File: config.mk
export PLATFORM = sky130hd
export DESIGN_NAME = lfepi_seq
export DESIGN_NICKNAME = d
export VERILOG_FILES = /design/src/rtl/core/lfepi_pkg.sv /design/src/rtl/core/lfepi_seq.sv
export SDC_FILE = /design/constraint.sdc
export NUM_CORES = 1
export LEC_CHECK = 0
export BUFFER_PORTS_ARGS = -buffer_cell sky130_fd_sc_hd__buf_2
export CAP_MARGIN = 20
export CORE_AREA = 2 2 141 143
export DETAILED_ROUTE_END_ITERATION = 7
export DIE_AREA = 0 0 143 145
export GPL_ROUTABILITY_DRIVEN = 0
export PLACE_DENSITY_LB_ADDON = 0.1
export SLEW_MARGIN = 20
export SYNTH_ARGS = -nofsm -noshare
export SYNTH_HDL_FRONTEND = slang
export SYNTH_SLANG_ARGS = --single-unit
File: constraint.sdc
create_clock -name clk -period 9.7 [get_ports clk]
set_input_delay 1.455 -clock clk [delete_from_list [all_inputs] [get_ports clk]]
set_output_delay 1.455 -clock clk [all_outputs]
set_load 0.05 [all_outputs]
File: src/rtl/core/lfepi_pkg.sv
// ----------------------------------------------------------------------------
// lfepi_pkg
// Shared types and constants of the LFE polyphase interpolator: transaction
// payloads, the tap tag that travels down the MAC pipeline, fixed formats.
// ----------------------------------------------------------------------------
`default_nettype none

package lfepi_pkg;

  // Fixed formats
  localparam int COEF_W      = 24;
  localparam int COEF_DEPTH  = 256;
  localparam int ADDR_W      = $clog2(COEF_DEPTH);
  localparam int BASE_FACTOR = 64;
  localparam int HALF_BASE   = BASE_FACTOR / 2;
  localparam int PHASE_W     = $clog2(BASE_FACTOR);
  localparam int SAMPLE_IN_W = 24;
  localparam int OUT_W       = 28;
  localparam int FRAC_BITS   = 23;
  localparam int RND_BIAS    = 1 << (FRAC_BITS - 1);

  // Parameter defaults
  localparam int DEF_MAX_TAPS     = 8;
  localparam int DEF_SAMPLE_WIDTH = 24;

  // Item commands
  localparam logic CMD_SAMPLE = 1'b0;
  localparam logic CMD_COEF   = 1'b1;

  // Interpolation modes
  localparam logic MODE_64X  = 1'b0;
  localparam logic MODE_128X = 1'b1;

  typedef struct packed {
    logic                          cmd;
    logic signed [SAMPLE_IN_W-1:0] sample;
    logic        [ADDR_W-1:0]      coef_index;
    logic signed [COEF_W-1:0]      coef_value;
  } in_item_t;

  typedef struct packed {
    logic        [PHASE_W-1:0] phase;
    logic signed [OUT_W-1:0]   pcm_first_half;
    logic signed [OUT_W-1:0]   pcm_second_half;
    logic                      last;
  } out_item_t;

  // Tag that follows each coefficient read through the MAC stages
  typedef struct packed {
    logic               vld;
    logic               first;
    logic               last_tap;
    logic [PHASE_W-1:0] phase;
    logic               last;
  } tap_tag_t;

endpackage : lfepi_pkg

`default_nettype wire

File: src/rtl/core/lfepi_seq.sv
// ----------------------------------------------------------------------------
// lfepi_seq
// Front end: input handshake, mode register, sample history and the read
// sequencer that walks the coefficient store once per sample transaction.
// ----------------------------------------------------------------------------
`default_nettype none

module lfepi_seq import lfepi_pkg::*; #(
  parameter int MAX_TAPS     = DEF_MAX_TAPS,
  parameter int SAMPLE_WIDTH = DEF_SAMPLE_WIDTH,
  localparam int KW = $clog2(MAX_TAPS)
) (
  input  wire logic                           clk,
  input  wire logic                           rst_n,
  input  wire logic                           in_valid,
  output logic                                in_stall,
  input  wire in_item_t                       in_data,
  input  wire logic                           cfg_valid,
  input  wire logic                           cfg_data,
  input  wire logic                           adv,
  input  wire logic                           run_done,
  output logic                                ram_wr_en,
  output logic        [ADDR_W-1:0]            ram_wr_addr,
  output logic        [COEF_W-1:0]            ram_wr_data,
  output logic                                ram_rd_en,
  output logic        [ADDR_W-1:0]            ram_rd_addr_a,
  output logic        [ADDR_W-1:0]            ram_rd_addr_b,
  output tap_tag_t                            tag_o,
  output logic signed [SAMPLE_WIDTH-1:0]      samp_o
);

  logic                           busy_r, busy_nxt;
  logic                           run_r, run_nxt;
  logic                           mode_r;
  logic [ADDR_W-1:0]              addr_r, addr_nxt;
  logic [KW-1:0]                  k_r, k_nxt;
  logic [PHASE_W-1:0]             j_r, j_nxt;
  logic [KW-1:0]                  taps_m1;
  logic [PHASE_W-1:0]             half_m1;
  logic                           in_fire, sample_fire, coef_fire;
  logic signed [SAMPLE_WIDTH-1:0] new_samp;
  logic signed [SAMPLE_WIDTH-1:0] hist_r [MAX_TAPS];
  tap_tag_t                       tag_r;
  logic signed [SAMPLE_WIDTH-1:0] samp_r;

  // Input handshake: one transaction at a time, result register decoupled
  assign in_stall    = busy_r;
  assign in_fire     = in_valid && !busy_r;
  assign sample_fire = in_fire && (in_data.cmd == CMD_SAMPLE);
  assign coef_fire   = in_fire && (in_data.cmd == CMD_COEF);

  // Coefficient writes go straight to the store
  assign ram_wr_en   = coef_fire;
  assign ram_wr_addr = in_data.coef_index;
  assign ram_wr_data = in_data.coef_value;

  // Mode register, always ready
  always_ff @(posedge clk) begin
    if (!rst_n) begin
      mode_r <= MODE_64X;
    end else if (cfg_valid) begin
      mode_r <= cfg_data;
    end
  end

  assign taps_m1 = (mode_r == MODE_128X) ? KW'(MAX_TAPS / 2 - 1) : KW'(MAX_TAPS - 1);
  assign half_m1 = (mode_r == MODE_128X) ? PHASE_W'(2 * HALF_BASE - 1)
                                         : PHASE_W'(HALF_BASE - 1);

  // Take the sample to the history width, sign-extended or truncated
  assign new_samp = SAMPLE_WIDTH'(in_data.sample);

  // Shift the history on each sample transaction
  always_ff @(posedge clk) begin
    if (!rst_n) begin
      for (int i = 0; i < MAX_TAPS; i++) begin
        hist_r[i] <= '0;
      end
    end else if (sample_fire) begin
      for (int i = MAX_TAPS - 1; i > 0; i--) begin
        hist_r[i] <= hist_r[i-1];
      end
      hist_r[0] <= new_samp;
    end
  end

  // Read sequencer: address runs j*taps+k, mirrored address is its complement
  always_comb begin
    run_nxt  = run_r;
    addr_nxt = addr_r;
    k_nxt    = k_r;
    j_nxt    = j_r;
    priority if (sample_fire) begin
      run_nxt  = 1'b1;
      addr_nxt = '0;
      k_nxt    = '0;
      j_nxt    = '0;
    end else if (run_r && adv) begin
      addr_nxt = addr_r + 1'b1;
      if (k_r == taps_m1) begin
        k_nxt = '0;
        if (j_r == half_m1) begin
          run_nxt = 1'b0;
        end else begin
          j_nxt = j_r + 1'b1;
        end
      end else begin
        k_nxt = k_r + 1'b1;
      end
    end
  end

  // Busy from accept until the final result sits in the output register
  always_comb begin
    busy_nxt = busy_r;
    priority if (sample_fire) begin
      busy_nxt = 1'b1;
    end else if (run_done) begin
      busy_nxt = 1'b0;
    end
  end

  always_ff @(posedge clk) begin
    if (!rst_n) begin
      busy_r <= 1'b0;
      run_r  <= 1'b0;
      addr_r <= '0;
      k_r    <= '0;
      j_r    <= '0;
    end else begin
      busy_r <= busy_nxt;
      run_r  <= run_nxt;
      addr_r <= addr_nxt;
      k_r    <= k_nxt;
      j_r    <= j_nxt;
    end
  end

  assign ram_rd_en     = adv;
  assign ram_rd_addr_a = addr_r;
  assign ram_rd_addr_b = ~addr_r;

  // Tag and sample operand, aligned with the RAM read data
  always_ff @(posedge clk) begin
    if (!rst_n) begin
      tag_r.vld <= 1'b0;
    end else if (adv) begin
      tag_r.vld <= run_r;
    end
    if (adv) begin
      tag_r.first    <= (k_r == '0);
      tag_r.last_tap <= (k_r == taps_m1);
      tag_r.phase    <= j_r;
      tag_r.last     <= (j_r == half_m1);
      samp_r         <= hist_r[k_r];
    end
  end

  assign tag_o  = tag_r;
  assign samp_o = samp_r;

endmodule : lfepi_seq

`default_nettype wire

==> flow_metrics.tcl <==
set metrics [dict create \
    grt_max_degree 150 \
    nets 790 \
    grt-ovfl-total 0 \
    io_pins 149 \
    critPathMostFrequentCell "buf_4" \
    coreArea_mm2 0.0192 \
    syn-cell-area_mm2 0.0108 \
    routed_wl_um 20100 \
    fmax_mhz 257 \
    cp.arrival_ps 4020 \
    synth_edf_count 225 \
    yosys_warnings 0 \
    ctsHoldBuffers 0 \
    path_class "input pin to flip-flop" \
    post_cts_buffers 0 \
    track_usage_pct 19.5 \
    avgSynthCellArea_um2 15.5 \
    post_cts_resized 0 \
    critPathMaxStageDelay_ps 820 \
    dp.cells 958 \
    clk_pin_slew_ps 50 \
    powerDensity_mw_per_mm2 195 \
    cts_tree "done" \
    async_reset_ff_share_pct 0 \
    cp_max_fo 71 \
    grt_first_pass_wirelength_um 32300 \
    rrSetupSlack_ps 6470 \
    die_h_um 145 \
    synth_nets 763 \
    post_drt_wl_per_cell_um 20.0 \
    final-instance-count-excl-fill 1004 \
    root_buffer "clkbuf_16" \
    cap_violations 0 \
    rsz0062_at_grt "false" \
    critPathTopFamily "buffers and inverters" \
    cp.required_ps 9830 \
    cts_num_sinks 246 \
    path_buf_inv 3 \
    die_w_um 143 \
    ys_top_cells_by_count "225 x edfxtp_1, 194 x and3_1, 52 x clkbuf_1" \
    status "complete, no violations" \
    first_global_vias 5818 \
    synth_top_area_share_pct 62.5 \
    dp_hpwl_um 11200 \
    htree_levels 1 \
    synth_area_leaders "edfxtp_1 63%, and3_1 11%, mux4_2 10%" \
    synth_area_leader_cell "edfxtp_1" \
    drc 0 \
    intPower_mw 1.82 \
    vias_per_cell 5.83 \
    leakage_nw 5.03 \
    dieArea_mm2 0.0207 \
    yosysMostFrequentCell "edfxtp_1" \
    hold_violations 0 \
    area_growth_pct 10.5 \
    drive_above_1_share_pct 28.0 \
    switchingPower_mw 0.513 \
    cp_slowest_cell "or2b_4" \
    clock_latency_ps 510 \
    skew_ps 9.21 \
    initial_core_util_pct 56.3 \
    cts.path.max_buffers 3 \
    ys.flop_type "edfxtp_1" \
    worst_slew_pin_slew_ps 989 \
    diodes 0 \
    vias 5852 \
    num_rows 51 \
    fin_tns_setup_ps 0 \
    drt_first_pass_iters 5 \
    worstSetupEndpointType "flip-flop" \
    switching_share_pct 22.0 \
    drtIter0Drc 597 \
    cp-start-kind "input pin" \
    netlist_instances 695 \
    synth_cell_type_count 37 \
    seqPwrFrac_pct 53.9 \
    finalCritPeriodShare_pct 40.0 \
    ir_drop_v 0.000113 \
    setup_violations 0 \
    ant_nets 0 \
    antenna_found_initial 0 \
    layout_min_cycle_time_ps 3880 \
    synth-seq-area-share_pct 66.4 \
    maxSlewHeadroom_pct 34.1 \
    path_cells "buf_2, nor3b_4, buf_4, or2b_4, buf_4" \
    portBuffers 84 \
    numCtsBuffers 26 \
    hp-class "flip-flop to flip-flop" \
    synth-seq-cells 246 \
    p_clk_share_pct 39.2 \
    p_comb_share_pct 6.9 \
    maxSlewViolCount 0 \
]
[per-stage QoR]
| step | power (mW) | worst slack [ps] | instance area (um2) | util (%) | hold slack, ps |
|---|---|---|---|---|---|
| finish | 2.33 | 5820 | 11900 | 62.2 | 508 |
| detailed placement | 1.44 | 5300 | 11100 | 57.9 | 494 |
| CTS | 2.36 | 5840 | 11900 | 62.0 | 503 |
| global placement | 1.43 | 5410 | 11100 | 57.9 | 485 |
| global route | 2.42 | 5630 | 11900 | 62.2 | 522 |
| floorplan | 1.43 | 1700 | 10800 | - | 454 |
[cell families after synthesis]
kind of cell / count (synthesis) / share of synthesized area, %
DFF: 246 / 66.4
buffers and inverters: 104 / 5.08
and+or+nand+nor: 240 / 13.4
xor gates and xnor gates: 11 / 0.961
muxes: 75 / 12.8
AOI/OAI and AO/OA: 15 / 0.880
adders and majority gates: 4 / 0.463
[worst paths after layout]
check | startpoint | end | cells past startpoint
worst max-delay path | in_data[56] | hist_r[2][6] | 5
worst min-delay path | tag_o[9] | tag_o[9] | 2
worst max register to register | in_stall | hist_r[2][6] | 4
worst min register to register | tag_o[9] | tag_o[9] | 2
[cell type report]
type	count	area [um2]
Clock buffer	38	757
Clock inverter	7	30.0
Fill cell	1431	7270
Inverter	10	37.5
Multi-Input combinational cell	345	3090
Sequential cell	246	7180
Tap cell	265	332
Timing Repair Buffer	93	514
[placed cells by master, fill, tap and decap left out, types with 5 or more instances in the layout]
cell and instances:
mux2_2 24, buf_4 8, nor2_1 14, xnor2_1 7, and3_1 194, inv_1 10
a21oi_1 6, mux4_2 48, edfxtp_1 225, buf_2 83, clkbuf_1 7, nand4_1 5
dfxtp_1 19, nand2_1 12, clkbuf_16 27
[routing by layer]
layer  part of all wire [%]  vias to the layer above  GRT usage (%)
met5                      0                        -              0
met4                    1.8                        0           5.25
met3                    6.8                       54           3.27
met2                     44                      201           27.7
met1                     48                     2894           31.5
li1                       -                     2703              -
[power by group through the flow]
| stage | clock [mW] | combinational [mW] | sequential, mW |
|---|---|---|---|
| after floorplan | 0 | 0.126 | 1.31 |
| after CTS | 0.938 | 0.159 | 1.26 |
| final | 0.912 | 0.162 | 1.26 |
| after detailed placement | 0 | 0.158 | 1.28 |
| after global placement | 0 | 0.155 | 1.28 |
| after global routing | 0.980 | 0.175 | 1.26 |
[worst min-delay path, cell delays in order (launching register included)]
cell and delay, ps:
dfxtp_1 320, nand2b_1 60, a21boi_0 70
[state kept, by name, indices dropped and copies added (netlist names)]
| signal | flops |
|---|---|
| samp_o | 24 |
| mode_r | 1 |
| in_stall | 1 |
| k_r | 3 |
| j_r | 6 |
| run_r | 1 |
| ram_rd_addr_a | 8 |
| tag_o | 10 |
| hist_r | 192 |
(Power assumes the default switching activity.)
