[src/rtl/core/lfepi_pkg.sv]
// ----------------------------------------------------------------------------
// lfepi_pkg
// Shared types and constants of the LFE polyphase interpolator: transaction
// payloads, the tap tag that travels down the MAC pipeline, fixed formats.
// ----------------------------------------------------------------------------
`default_nettype none

package lfepi_pkg;

  // Fixed formats
  localparam int COEF_W      = 24;
  localparam int COEF_DEPTH  = 256;
  localparam int ADDR_W      = $clog2(COEF_DEPTH);
  localparam int BASE_FACTOR = 64;
  localparam int HALF_BASE   = BASE_FACTOR / 2;
  localparam int PHASE_W     = $clog2(BASE_FACTOR);
  localparam int SAMPLE_IN_W = 24;
  localparam int OUT_W       = 28;
  localparam int FRAC_BITS   = 23;
  localparam int RND_BIAS    = 1 << (FRAC_BITS - 1);

  // Parameter defaults
  localparam int DEF_MAX_TAPS     = 8;
  localparam int DEF_SAMPLE_WIDTH = 24;

  // Item commands
  localparam logic CMD_SAMPLE = 1'b0;
  localparam logic CMD_COEF   = 1'b1;

  // Interpolation modes
  localparam logic MODE_64X  = 1'b0;
  localparam logic MODE_128X = 1'b1;

  typedef struct packed {
    logic                          cmd;
    logic signed [SAMPLE_IN_W-1:0] sample;
    logic        [ADDR_W-1:0]      coef_index;
    logic signed [COEF_W-1:0]      coef_value;
  } in_item_t;

  typedef struct packed {
    logic        [PHASE_W-1:0] phase;
    logic signed [OUT_W-1:0]   pcm_first_half;
    logic signed [OUT_W-1:0]   pcm_second_half;
    logic                      last;
  } out_item_t;

  // Tag that follows each coefficient read through the MAC stages
  typedef struct packed {
    logic               vld;
    logic               first;
    logic               last_tap;
    logic [PHASE_W-1:0] phase;
    logic               last;
  } tap_tag_t;

endpackage : lfepi_pkg

`default_nettype wire

[src/rtl/core/lfepi_mac.sv]
// ----------------------------------------------------------------------------
// lfepi_mac
// Back end: two multiply-accumulate lanes (direct and mirrored coefficient),
// rounding with saturation, and the output register.
// ----------------------------------------------------------------------------
`default_nettype none

module lfepi_mac import lfepi_pkg::*; #(
  parameter int MAX_TAPS     = DEF_MAX_TAPS,
  parameter int SAMPLE_WIDTH = DEF_SAMPLE_WIDTH,
  localparam int KW = $clog2(MAX_TAPS)
) (
  input  wire logic                           clk,
  input  wire logic                           rst_n,
  output logic                                adv,
  output logic                                run_done,
  input  wire tap_tag_t                       tag_i,
  input  wire logic signed [SAMPLE_WIDTH-1:0] samp_i,
  input  wire logic        [COEF_W-1:0]       coef_a_i,
  input  wire logic        [COEF_W-1:0]       coef_b_i,
  output logic                                out_valid,
  input  wire logic                           out_stall,
  output out_item_t                           out_data
);

  localparam int PW = COEF_W + SAMPLE_WIDTH;
  localparam int AW = PW + KW;
  localparam logic signed [63:0] OUT_MAX = (64'sd1 <<< (OUT_W - 1)) - 64'sd1;
  localparam logic signed [63:0] OUT_MIN = -(64'sd1 <<< (OUT_W - 1));

  tap_tag_t              tag_p_r, tag_c_r;
  logic signed [PW-1:0]  prod_a_r, prod_b_r;
  logic signed [AW-1:0]  acc_a_r, acc_b_r;
  logic signed [COEF_W-1:0] coef_a, coef_b;
  logic signed [AW:0]    rnd_a, rnd_b;
  logic signed [63:0]    q_a, q_b;
  logic                  out_valid_r, out_valid_nxt;
  out_item_t             out_data_r;
  logic                  res_ready;

  function automatic logic signed [OUT_W-1:0] sat_out(input logic signed [63:0] v);
    logic signed [OUT_W-1:0] r;
    if (v > OUT_MAX) begin
      r = OUT_MAX[OUT_W-1:0];
    end else if (v < OUT_MIN) begin
      r = OUT_MIN[OUT_W-1:0];
    end else begin
      r = v[OUT_W-1:0];
    end
    return r;
  endfunction

  // Freeze the whole pipeline while a result waits on a stalled sink
  assign adv = !(out_valid_r && out_stall);

  assign coef_a = coef_a_i;
  assign coef_b = coef_b_i;

  // Multiply stage
  always_ff @(posedge clk) begin
    if (!rst_n) begin
      tag_p_r.vld <= 1'b0;
    end else if (adv) begin
      tag_p_r.vld <= tag_i.vld;
    end
    if (adv) begin
      tag_p_r.first    <= tag_i.first;
      tag_p_r.last_tap <= tag_i.last_tap;
      tag_p_r.phase    <= tag_i.phase;
      tag_p_r.last     <= tag_i.last;
      prod_a_r         <= coef_a * samp_i;
      prod_b_r         <= coef_b * samp_i;
    end
  end

  // Accumulate stage: restart on the first tap of each phase
  always_ff @(posedge clk) begin
    if (!rst_n) begin
      tag_c_r.vld <= 1'b0;
    end else if (adv) begin
      tag_c_r.vld <= tag_p_r.vld;
    end
    if (adv) begin
      tag_c_r.first    <= tag_p_r.first;
      tag_c_r.last_tap <= tag_p_r.last_tap;
      tag_c_r.phase    <= tag_p_r.phase;
      tag_c_r.last     <= tag_p_r.last;
      if (tag_p_r.first) begin
        acc_a_r <= AW'(prod_a_r);
        acc_b_r <= AW'(prod_b_r);
      end else begin
        acc_a_r <= acc_a_r + AW'(prod_a_r);
        acc_b_r <= acc_b_r + AW'(prod_b_r);
      end
    end
  end

  // Round half up at the fractional shift, then saturate
  assign rnd_a = (AW + 1)'(acc_a_r) + (AW + 1)'(RND_BIAS);
  assign rnd_b = (AW + 1)'(acc_b_r) + (AW + 1)'(RND_BIAS);
  assign q_a   = 64'(rnd_a >>> FRAC_BITS);
  assign q_b   = 64'(rnd_b >>> FRAC_BITS);

  assign res_ready = adv && tag_c_r.vld && tag_c_r.last_tap;
  assign run_done  = res_ready && tag_c_r.last;

  // Output register
  always_comb begin
    out_valid_nxt = out_valid_r;
    priority if (res_ready) begin
      out_valid_nxt = 1'b1;
    end else if (out_valid_r && !out_stall) begin
      out_valid_nxt = 1'b0;
    end
  end

  always_ff @(posedge clk) begin
    if (!rst_n) begin
      out_valid_r <= 1'b0;
    end else begin
      out_valid_r <= out_valid_nxt;
    end
  end

  always_ff @(posedge clk) begin
    if (res_ready) begin
      out_data_r.phase           <= tag_c_r.phase;
      out_data_r.pcm_first_half  <= sat_out(q_a);
      out_data_r.pcm_second_half <= sat_out(q_b);
      out_data_r.last            <= tag_c_r.last;
    end
  end

  assign out_valid = out_valid_r;
  assign out_data  = out_data_r;

endmodule : lfepi_mac

`default_nettype wire

[config.mk]
export PLATFORM = sky130hd
export DESIGN_NAME = lfepi_mac
export DESIGN_NICKNAME = d
export VERILOG_FILES = /design/src/rtl/core/lfepi_pkg.sv /design/src/rtl/core/lfepi_mac.sv
export SDC_FILE = /design/constraint.sdc
export NUM_CORES = 2
export LEC_CHECK = 0
export BUFFER_PORTS_ARGS = -buffer_cell sky130_fd_sc_hd__buf_2
export CAP_MARGIN = 20
export CORE_MARGIN = 2
export CORE_UTILIZATION = 55
export DETAILED_ROUTE_END_ITERATION = 10
export GPL_ROUTABILITY_DRIVEN = 0
export GPL_TIMING_DRIVEN = 0
export PLACE_DENSITY = 0.76
export RECOVER_POWER = 25
export SLEW_MARGIN = 5
export SYNTH_ARGS = -nofsm -noshare
export SYNTH_HDL_FRONTEND = slang
export SYNTH_SLANG_ARGS = --single-unit
[constraint.sdc]
create_clock -name clk -period 14.5 [get_ports clk]
set_input_delay 2.9 -clock clk [delete_from_list [all_inputs] [get_ports clk]]
set_output_delay 2.9 -clock clk [all_outputs]
set_load 0.01 [all_outputs]
==> results.md <==
Clock tree:
- The depth of the CTS H-tree is 2.
- No sink is reached through more buffers than the 3 on the longest clock path.
- After clock tree synthesis, the setup repair step added 0 buffers.
- The cell sitting at the root of the clock tree is a clkbuf_16.
- The number of instances resized during post-cts repair is 0.
- TritonCTS built the clock tree.
- The clock sink total is 281.
- The clock latency of the later-clocked register in the worst-skew pair is 560 ps.
- The TritonCTS buffer count is 35.
- Clock-pin slew was measured on the worst setup and hold paths at 60 ps.
- Buffers inserted to repair hold after CTS numbered 0.

Placement:
- In this run the tool buffered the top-level ports with 127 buffer cells.
- The placed standard-cell area is 60800 um^2.
- At the placement stage, the worst setup path has a slack of 2640 ps.
- After legalization and detailed placement, the total HPWL measured 137000 um.

Worst setup path:
- In this design, the critical path's most frequently occurring cell is fa_1.
- In this run the worst path has a maximum fanout of 10.
- The gate family responsible for the most delay along the worst path is adder cells.
- Counting both buffers and inverters, the worst setup path holds a total of 8.
- In this design, the stage delay of the slowest critical-path cell is 850 ps.
- The worst setup path is captured at a flop.
- The data required time of the worst path is 14870 ps.
- The worst setup path category is in2reg.
- The data arrival at the endpoint of the critical path is 11770 ps.
- STA classifies the critical path startpoint as an input port.
- The setup check on the worst reg-to-reg path leaves a slack of 9940 ps.
- The highest-delay cell along the critical path is clkbuf_1.

Global route:
- The maximum number of pins on one net before global-route repair is 68.
- The via count of the first global-routing pass came to 45800.
- Across every metal layer, demand over resource in global routing totals 31.2%.
- The global-route wire length before repair is 256000 um.
- The total congestion overflow is 0.
- The number of antenna violations at the first check in global routing was 20.

STA:
- The final critical-path setup slack is 3090 ps.
- The count of final hold-check violations came to 0.
- For the final routed database, the setup TNS stands at 0 ps.
- Setup repair after global routing left no endpoint under its margin.
- The shortest period the worst path allows is 11410 ps.
- For the pin with the worst max-slew slack, the measured transition is 1770 ps.
- The final clock period utilization by the worst path is 78.7%.
- The maximum achievable frequency is 0.0877 GHz.
- The worst hold slack across all endpoints is 422 ps.
- The clock arrives with 14.2 ps of skew.
- The tightest slew margin relative to the limit is -17.8%.
- The setup violation total in the final timing report is 0.
- The max-slew violation count is 22.

Job:
- Across the run, the number of max-cap violations was 2.

Synth:
- The synthesized design spends more area on one cell type than any other, namely fa_1.
- After synthesis, the mean cell area works out to 9.57 um^2.
- The number of distinct library cells after synthesis is 72.
- The number of flops mapped to enable cells by yosys is 278.
- Yosys attributes the largest share of cell area to fa_1, edfxtp_1, inv_1.
- Synthesis produced a netlist whose cell count is 6082.
- When the netlist entered floorplanning its net count stood at 7753.
- The most common flop cell mapped by yosys is edfxtp_1.
- The post-synthesis instance area is 58200 um^2.
- The warning count from the yosys run is 0.
- The number of synthesized register bits is 281.
- In this run the biggest area consumer among cell types represents 41.8% of the synthesized area.
- Sequential elements use 14.4% of the synthesized area.
- The proportion of synthesized flip-flops having asynchronous set or reset is 0%.

Final layout:
- The post-route netlist has 3.47% of its cells at a drive strength greater than 1.
- In the final layout, flip-flops and latches occupy 8410 um^2.
- The library cell used most frequently in the layout, excluding fill and tap cells, is inv_1.
- The footprint of the multi-input gates is 44100 um^2.
- The fill cell total of the finished layout is 8949.
- The area added between synthesis and finish is 6.47%.
- Once layout is done, the placed cells without fillers occupy 62000 um^2.
- After the last flow step, the layout net total stands at 7933.
- In the layout the commonest cells are inv_1, fa_1, nand2_1, and2_1, ha_1.

Floorplan:
- The die boundary height is 329 um.
- The die outline area is 108000 um^2.
- The die width is 329 um.
- Once the floorplan was initialized, standard cells occupied 55.4% of the core.
- The total area inside the core boundary comes to 105000 um^2.
- Row generation in the floorplan step produced 119 rows.
- The boundary pin count is 151.

Route:
- The first detailed-routing pass took 11 iterations.
- The total wirelength of the detailed-routed design is 165000 um.
- The routed wirelength normalized by instance count is 21.4 um.
- Using the TritonRoute via totals, the vias-per-cell ratio works out to 5.79.
- The vias after detailed routing is 44600.
- The number of design-rule violations left by the first detailed-router iteration is 4258.
- The count of nets left with antenna violations once routing finished came out at 0.
- The number of DRC violations after detailed routing is 21.

Run status:
- The flow ran to the end, but the final reports show violations.
- The final reports fail on DRC, capacitance limit, slew limit.

Worst hold path:
- The path category of the worst min-delay check is reg2reg.
[cells in the mapped netlist (4+ instances only)]
cell	number
nand2b_1	38
nor2b_1	27
a31oi_1	22
edfxtp_1	278
and2_1	549
nor3_1	25
nand2_1	838
and3_1	42
nand3_1	64
o21ai_0	173
or2_2	6
nand4_1	32
clkbuf_1	261
a41oi_1	4
xnor2_1	154
a311o_1	4
a21oi_1	167
a311oi_1	6
o21a_1	24
a211oi_1	19
a21boi_0	21
nor3b_1	5
nor4b_1	4
and4_1	7
fa_1	1216
o22ai_1	5
xor2_1	80
mux2_2	7
or3_1	6
o31ai_1	11
ha_1	370
buf_1	6
a211o_1	6
o31a_1	4
a2111oi_0	6
nor2_1	131
inv_1	1241
nor4_1	9
o211ai_1	18
o21bai_1	31
a21o_1	112
o2111ai_1	4
[cells by family after synthesis]
kind of cell             count (synthesis)  synth area share [%]
flip-flops                             281                  14.4
adder cells (fa/ha/maj)               1586                  49.8
multiplexers                            10                 0.187
AND/OR/NAND/NOR                       1789                  14.9
buffers and inverters                 1510                  9.74
AO/OA/AOI/OAI                          672                  7.39
XOR/XNOR                               234                  3.52
[registers in the layout, indices dropped and copies added (netlist names)]
signal / cells
out_valid: 1
acc_b_r: 51
tag_p_r: 10
prod_a_r: 48
acc_a_r: 51
out_data: 63
prod_b_r: 48
tag_c_r: 9
[worst paths after layout]
kind                from            to  cells past startpoint
max            samp_i[8]  prod_b_r[46]                     26
min           tag_c_r[6]  out_data[62]                      0
max reg2reg  prod_a_r[7]   acc_a_r[44]                     11
min reg2reg   tag_c_r[6]  out_data[62]                      0
[area by class of cell]
class / count / area share [%]
Multi-Input combinational cell: 4291 / 71.2
Sequential cell: 281 / 13.6
Inverter: 1242 / 7.52
Tap cell: 1391 / 2.81
Buffer: 268 / 1.63
Clock buffer: 39 / 1.44
Timing Repair Buffer: 143 / 1.43
Clock inverter: 21 / 0.319
Antenna cell: 16 / 0.0646
[layer usage]
metal  part of all wire [%]  track usage [%]
met5                   0.16            0.522
met4                    5.2             14.0
met3                     14             10.4
met2                     44             46.7
met1                     38             41.5
[per-stage QoR]
stage	cells	utilization [%]
2_1_floorplan	6082	-
3_3_place_gp	7600	57.6
3_5_place_dp	7611	57.8
4_1_cts	7671	58.9
5_1_grt	7679	58.9
6_report	7692	59.0
[worst register-to-register path: stages (launching register included)]
cell,delay [ps]
edfxtp_1,410
ha_1,370
a21oi_1,230
a21oi_1,120
a2111oi_0,1040
a21oi_1,360
a211oi_1,720
o21bai_1,190
a21boi_0,440
o21bai_1,160
xnor2_1,150
o21ai_0,80
Power is left out: the tool's default activity adds up to more than one toggle a clock period on the data nets, which glitch-free logic cannot reach.
